===== src/rtl/core/htd_pkg.sv =====
// Shared constants, node layout and controller/datapath interface types.
`default_nettype none

package htd_pkg;

  localparam int MAX_CODES    = 256;
  localparam int MAX_CODE_LEN = 32;
  localparam int NODE_DEPTH   = 2 * MAX_CODES;
  localparam int NODE_W       = $clog2(NODE_DEPTH);
  localparam int NFREE_W      = NODE_W + 1;

  localparam int KIND_W = 2;
  localparam int SYM_W  = 16;
  localparam int LEN_W  = 6;
  localparam int CODE_W = 32;
  localparam int CIDX_W = $clog2(CODE_W);
  localparam int BYTE_W = 8;
  localparam int BV_W   = 4;
  localparam int CNT_W  = 4;
  localparam int POS_W  = 6;

  localparam logic [KIND_W-1:0] KIND_CLEAR = 2'd0;
  localparam logic [KIND_W-1:0] KIND_CODE  = 2'd1;
  localparam logic [KIND_W-1:0] KIND_DATA  = 2'd2;

  typedef struct packed {
    logic [NODE_W-1:0] left;
    logic [NODE_W-1:0] right;
    logic [SYM_W-1:0]  sym;
  } node_t;

  typedef struct packed {
    logic clear;
    logic cap_ins;
    logic cap_dec;
    logic rd_walk;
    logic use_byte;
    logic ins_desc;
    logic ins_load;
    logic ins_wsym;
    logic ins_link;
    logic ins_alloc;
    logic set_ovf;
    logic dec_load;
    logic dec_step;
    logic dec_resolve;
    logic flush;
  } htd_cmd_t;

  typedef struct packed {
    logic len_ok;
    logic bv_zero;
    logic child_zero;
    logic fits;
    logic pos_zero;
    logic pos_one;
    logic cnt_one;
    logic cnt_zero;
  } htd_status_t;

endpackage

`default_nettype wire


===== src/rtl/core/htd_ctrl.sv =====
// Controller state machine for tree insertion and bit-serial decoding.
`default_nettype none

module htd_ctrl import htd_pkg::*; (
  input  wire logic              clk_i,
  input  wire logic              rst_ni,
  input  wire logic              start,
  input  wire logic [KIND_W-1:0] kind_i,
  input  wire htd_status_t       status_i,
  output htd_cmd_t               cmd_o,
  output logic                   busy
);

  localparam logic [3:0] S_IDLE      = 4'd0;
  localparam logic [3:0] S_INS_STEP  = 4'd1;
  localparam logic [3:0] S_INS_WAIT  = 4'd2;
  localparam logic [3:0] S_INS_LINK  = 4'd3;
  localparam logic [3:0] S_INS_ALLOC = 4'd4;
  localparam logic [3:0] S_DEC_LOADW = 4'd5;
  localparam logic [3:0] S_DEC_BIT   = 4'd6;
  localparam logic [3:0] S_DEC_WAIT  = 4'd7;
  localparam logic [3:0] S_DEC_END   = 4'd8;

  logic [3:0] state_q, state_d;

  always_comb begin
    cmd_o   = '0;
    state_d = state_q;
    case (state_q)
      S_IDLE: begin
        cmd_o.rd_walk = 1'b1;
        if (start) begin
          case (kind_i)
            KIND_CLEAR: begin
              cmd_o.clear = 1'b1;
            end
            KIND_CODE: begin
              if (status_i.len_ok) begin
                cmd_o.cap_ins = 1'b1;
                state_d       = S_INS_STEP;
              end
            end
            KIND_DATA: begin
              if (!status_i.bv_zero) begin
                cmd_o.cap_dec = 1'b1;
                state_d       = S_DEC_LOADW;
              end
            end
            default: begin
            end
          endcase
        end
      end
      S_INS_STEP: begin
        if (!status_i.child_zero) begin
          cmd_o.ins_desc = 1'b1;
          state_d        = S_INS_WAIT;
        end else if (status_i.fits) begin
          state_d = S_INS_LINK;
        end else begin
          cmd_o.set_ovf = 1'b1;
          state_d       = S_IDLE;
        end
      end
      S_INS_WAIT: begin
        cmd_o.ins_load = 1'b1;
        if (status_i.pos_zero) begin
          cmd_o.ins_wsym = 1'b1;
          state_d        = S_IDLE;
        end else begin
          state_d = S_INS_STEP;
        end
      end
      S_INS_LINK: begin
        cmd_o.ins_link = 1'b1;
        state_d        = S_INS_ALLOC;
      end
      S_INS_ALLOC: begin
        cmd_o.ins_alloc = 1'b1;
        if (status_i.pos_one) begin
          state_d = S_IDLE;
        end
      end
      S_DEC_LOADW: begin
        cmd_o.dec_load = 1'b1;
        state_d        = S_DEC_BIT;
      end
      S_DEC_BIT: begin
        cmd_o.use_byte = 1'b1;
        cmd_o.dec_step = 1'b1;
        if (status_i.child_zero) begin
          state_d = status_i.cnt_one ? S_DEC_END : S_DEC_BIT;
        end else begin
          state_d = S_DEC_WAIT;
        end
      end
      S_DEC_WAIT: begin
        cmd_o.dec_resolve = 1'b1;
        state_d           = status_i.cnt_zero ? S_DEC_END : S_DEC_BIT;
      end
      S_DEC_END: begin
        cmd_o.flush = 1'b1;
        state_d     = S_IDLE;
      end
      default: begin
        state_d = S_IDLE;
      end
    endcase
  end

  always_ff @(posedge clk_i or negedge rst_ni) begin
    if (!rst_ni) begin
      state_q <= S_IDLE;
    end else begin
      state_q <= state_d;
    end
  end

  assign busy = (state_q != S_IDLE);

endmodule

`default_nettype wire


===== config.mk =====
export PLATFORM = sky130hd
export DESIGN_NAME = htd_ctrl
export DESIGN_NICKNAME = d
export VERILOG_FILES = /design/src/rtl/core/htd_pkg.sv /design/src/rtl/core/htd_ctrl.sv
export SDC_FILE = /design/constraint.sdc
export NUM_CORES = 1
export LEC_CHECK = 0
export BUFFER_PORTS_ARGS = -buffer_cell sky130_fd_sc_hd__buf_4
export CAP_MARGIN = 10
export CORE_AREA = 2 2 39 41
export CTS_CLUSTER_DIAMETER = 40
export CTS_CLUSTER_SIZE = 10
export DETAILED_ROUTE_END_ITERATION = 8
export DIE_AREA = 0 0 41 43
export HOLD_SLACK_MARGIN = 0.06
export PLACE_DENSITY = 0.67
export SYNTH_ARGS = -nofsm -noshare
export SYNTH_HDL_FRONTEND = slang
export SYNTH_SLANG_ARGS = --single-unit
export TNS_END_PERCENT = 5

===== constraint.sdc =====
create_clock -name clk_i -period 3.7 [get_ports clk_i]
set_clock_uncertainty 0.05 [all_clocks]
set_input_delay 0 -clock clk_i [delete_from_list [all_inputs] [get_ports clk_i]]
set_output_delay 0 -clock clk_i [all_outputs]
set_load 0.1 [all_outputs]

* Yosys cells after proc, flatten, opt, wreduce, memory -nomap -nowiden
Index checks and enable logic that the tools add are counted.
** Storage, ports and cells
- Bits in registers :: 4
- Bits in latches :: 0
- RAM bits :: 0
- Bits in read-only memories :: 0
- Output and inout bits :: 16
- Word-level logic and storage cells :: 52
- Memories :: 0
** Cells by class
- Add/sub/neg operators :: 0
- $mul :: 0
- Div/mod/pow operators :: 0
- $lt $le $gt $ge :: 0
- Equal/unequal tests :: 15
- Shift operators :: 0
- Muxes and demuxes :: 32
- Bitwise logic cells :: 0
- Reductions and logical operators :: 4
** Operator list (count)
- $mux 4 :: 9
- $pmux 4 s8 :: 1
- $mux 1 :: 18
- $eq 4x3->1 const B :: 4
- $eq 4x2->1 const B :: 2
- $pmux 4 s2 :: 1
- $ne 3x3->1 const B :: 2
- $reduce_and 5->1 :: 1
- $eq 4x1->1 const B :: 1
- $eq 4x4->1 const B :: 1
- $logic_not 4->1 :: 1
- $mux 2 :: 2
- $ne 2x2->1 const B :: 2
- $reduce_bool 4->1 :: 1
- $mux 3 :: 1
- $ne 3x1->1 const B :: 1
- $eq 2x1->1 const B :: 1
- $eq 2x2->1 const B :: 1
- $logic_not 2->1 :: 1

* Logic depth before layout (Yosys ltp)
- Word-level depth :: 4
- Depth in mapped cells :: 5
- Depth with buffers taken out :: 5

* Worst setup path after synthesis
OpenSTA, ideal clock, no wires.
- Kind :: register to output
- Start point :: register state_q[0]
- End point :: output cmd_o[7] in the netlist's numbering
- Arrival time :: 3700 ps
- Data required time :: 3650 ps
- Path slack :: -50 ps
- Cell stages (with the launch flop) :: 5
- Buffers on the path :: 1
- Cells stage by stage :: dfrtp_1 -> buf_4 -> nand2b_1 -> nor3_1 -> and2_1
** RTL lines
- start: declaration :: RTL line htd_ctrl.sv:24 : logic [3:0] state_q, state_d;
- start signal: assignment :: RTL line htd_ctrl.sv:115 : state_q <= state_d;
- end: declaration :: RTL line htd_ctrl.sv:10 : output htd_cmd_t cmd_o,

* Worst setup path in the final report
- Start point :: register state_q[3]
- End point :: register state_q[3]
** On the way
- Cells in the longest elaborated chain, start to end :: 3
- Elaborated cells on any way between the ends :: 15
** RTL lines
- $eq 4x3->1 / $logic_not 4->1 (equally long branches) :: RTL line htd_ctrl.sv:29 : case (state_q)
- $ne 2x2->1 (no source line) (tied with other cells)
- $reduce_and 5->1 (no source line)
Several ways; a longest one is shown, not always the timed one.
A chain may end at the register's enable or synchronous reset.

==> impl_metrics.tcl <==
set metrics [dict create \
    fin_area_um2 736 \
    synthCells 58 \
    core.rowCount 14 \
    crit_fanout 10 \
    clock-sinks 4 \
    peakVddDrop_mv 0.284 \
    drt_wl_total_um 1210 \
    outcome "completed" \
    criticalPathCategory "reg2reg" \
    hold_viol_final 0 \
    path_clk_slew_ns 0.04 \
    post-place-ws_ns 2.20 \
    worst_pin_slew_ns 0.412 \
    diodes 0 \
    placed_cell_area_um2 653 \
    synthXorXnorAreaFrac_pct 0 \
    overflow 0 \
    cp.arrival_ns 1.90 \
    ys_seq_area_share_pct 22.0 \
    synth.distinct_cells 30 \
    synth_area_leaders "dfrtp_1 22%, ha_1 8.3%, nor2_1 6.6%" \
    synth_edf_count 0 \
    relSlewSlack_pct 72.5 \
    grt_pass1_wl_um 2000 \
    vias 547 \
    synthMostInstantiatedCell "nor2_1" \
    start_util_pct 32.8 \
    drv_cap 0 \
    worstHoldStart "start" \
    cts_resized 0 \
    synth_ff_type "dfrtp_1" \
    ant_nets 0 \
    ys_warn_count 0 \
    hp-class "in2reg" \
    final_max_slew_viol_count 0 \
    largest_reg_flops 4 \
    drt_iter0_drc 9 \
    slowest_stage "dfrtp_1" \
    worstSetupStartpoint "state_q[3]" \
    core_um2 1380 \
    hpwl_um 941 \
    synth_nets 74 \
    largestRegisters "state_q: 4 flops" \
    worstPathRequired_ns 3.77 \
    start_kind "register" \
    io_buffer_count 28 \
    postSynth.asyncResetShare_pct 100 \
    max_stage_delay_ns 0.55 \
    timing.final.crit_share_pct 49.5 \
    finalSetupViolations 0 \
    path_delay_family "flip-flops" \
    syn_area_per_cell_um2 7.83 \
    synth_top_family_by_area "simple AND/OR/NAND/NOR gates" \
    crit_chain "nand2b_1, nor2_1, a32o_1, dlygate4sd3_1" \
    globalRouteTotalUtil_pct 16.6 \
    setup_tns_ns 0 \
    hold_ws_ns 0.0550 \
    period_needed_ns 1.83 \
    grt_antenna_before_repair 0 \
    fin_nets 108 \
    wl_per_cell_um 11.4 \
    synth-simple-area-share_pct 37.5 \
    drc 0 \
    clock.fmax_ghz 0.546 \
    p_leak_nw 0.381 \
    endpoint_kind "register" \
    ys_ff_latch 4 \
    io_pins 29 \
    dr.pass1.iters 4 \
    synth_adder_area_share_pct 8.26 \
    syn_area_um2 454 \
    vias_per_cell 5.16 \
    cts_inserted_buffers 3 \
    clk_latency_ns 0.24 \
    synth_top_area_cell "dfrtp_1" \
    fin_util_pct 53.2 \
    regMostFlops "state_q" \
    area_growth_pct 62.0 \
    grt_pass1_vias 492 \
    cts_tree "yes" \
    post_cts_buffers 0 \
    root_buffer "clkbuf_4" \
    rsz0062_at_grt "no" \
    pwr_density_cell_nw_per_um2 823 \
    synth_commonest_cells "8 x nor2_1, 6 x inv_1, 5 x nand2_1" \
    setup_ws_ns 1.87 \
    die_height_um 43 \
    synth_compound_area_share_pct 19.3 \
    die_width_um 41 \
    routabilityCongestion 0.776 \
    r2r-start "state_q[3]" \
    grt_max_degree 11 \
    drive_gt1_share_pct 40.0 \
    clockBufferDepth 2 \
    htree_levels 1 \
    critical_path_buf_inv_count 1 \
    die-area_um2 1760 \
    synth_top_area_share_pct 22.0 \
    fill_cells 135 \
    muxShareOfSynthArea_pct 0 \
]
[area by class of cell]
type | instances | area [um2] | area share (%)
inverter | 6 | 22.5 | 3.06
timing repair buffer | 34 | 270 | 36.7
clock buffer | 3 | 22.5 | 3.06
multi-input combinational | 43 | 300 | 40.8
tap | 16 | 20.0 | 2.72
sequential | 4 | 100 | 13.6
[metrics by stage]
step | std cells | total power, mW
6_report | 106 | 0.606
5_1_grt | 106 | 0.640
4_1_cts | 106 | 0.607
3_5_place_dp | 97 | 0.546
3_3_place_gp | 97 | 0.543
2_1_floorplan | 58 | 0.475
[timing repair]
action | in CTS | in global routing
setup endpoints to repair | 0 | 0
hold buffers | 6 | 0
hold endpoints to repair | 7 | 0
[per-layer routing]
metal / part of all wire, % / up-vias / wire [um] / track usage, %
met5: 0 / - / 0 / 0
met4: 1.8 / 0 / 22 / 10.0
met3: 9.7 / 2 / 118 / 3.14
met2: 47 / 28 / 575 / 25.0
met1: 41 / 250 / 496 / 20.6
li1: - / 267 / - / -
[cell families after synthesis]
| group | after synthesis |
|---|---|
| AO/OA/AOI/OAI | 12 |
| adder cells (fa/ha/maj) | 3 |
| buffers and inverters | 11 |
| flip-flops | 4 |
| AND/OR/NAND/NOR | 28 |
[power by group]
part	internal [mW]	switching [mW]
clock network	0.0364	0.0194
logic	0.115	0.339
registers	0.0562	0.0394
total	0.207	0.398
[worst reg2reg max path, delay by kind of cell, from the launching register on]
| kind | cells | cell delay [ns] |
|---|---|---|
| AO/OA/AOI/OAI | 1 | 0.25 |
| buffers and inverters | 1 | 0.55 |
| flip-flops | 1 | 0.55 |
| AND/OR/NAND/NOR | 2 | 0.30 |
[final timing paths]
path,end,slack (ns),cells past startpoint
worst min register to register,state_q[0],0.78,2
worst min-delay path,state_q[0],0.05,3
max in group asynchronous,state_q[3],2.82,3
worst max-delay path,state_q[3],1.87,4
worst max register to register,state_q[3],1.87,4
min in group asynchronous,state_q[1],0.61,3
[cell usage in the layout, fill, tap and decap left out, types with 2 or more instances in the layout]
cell type / netlist / final
a21oi_1: 2 / 2
nand2b_1: 2 / 2
clkbuf_4: 0 / 3
ha_1: 3 / 3
inv_1: 6 / 6
dfrtp_1: 4 / 4
nand2_1: 5 / 5
dlygate4sd3_1: 0 / 6
o21ai_0: 2 / 2
nor3_1: 3 / 2
buf_4: 2 / 28
nor2_1: 8 / 8
Power figures use the tool's default switching activity.
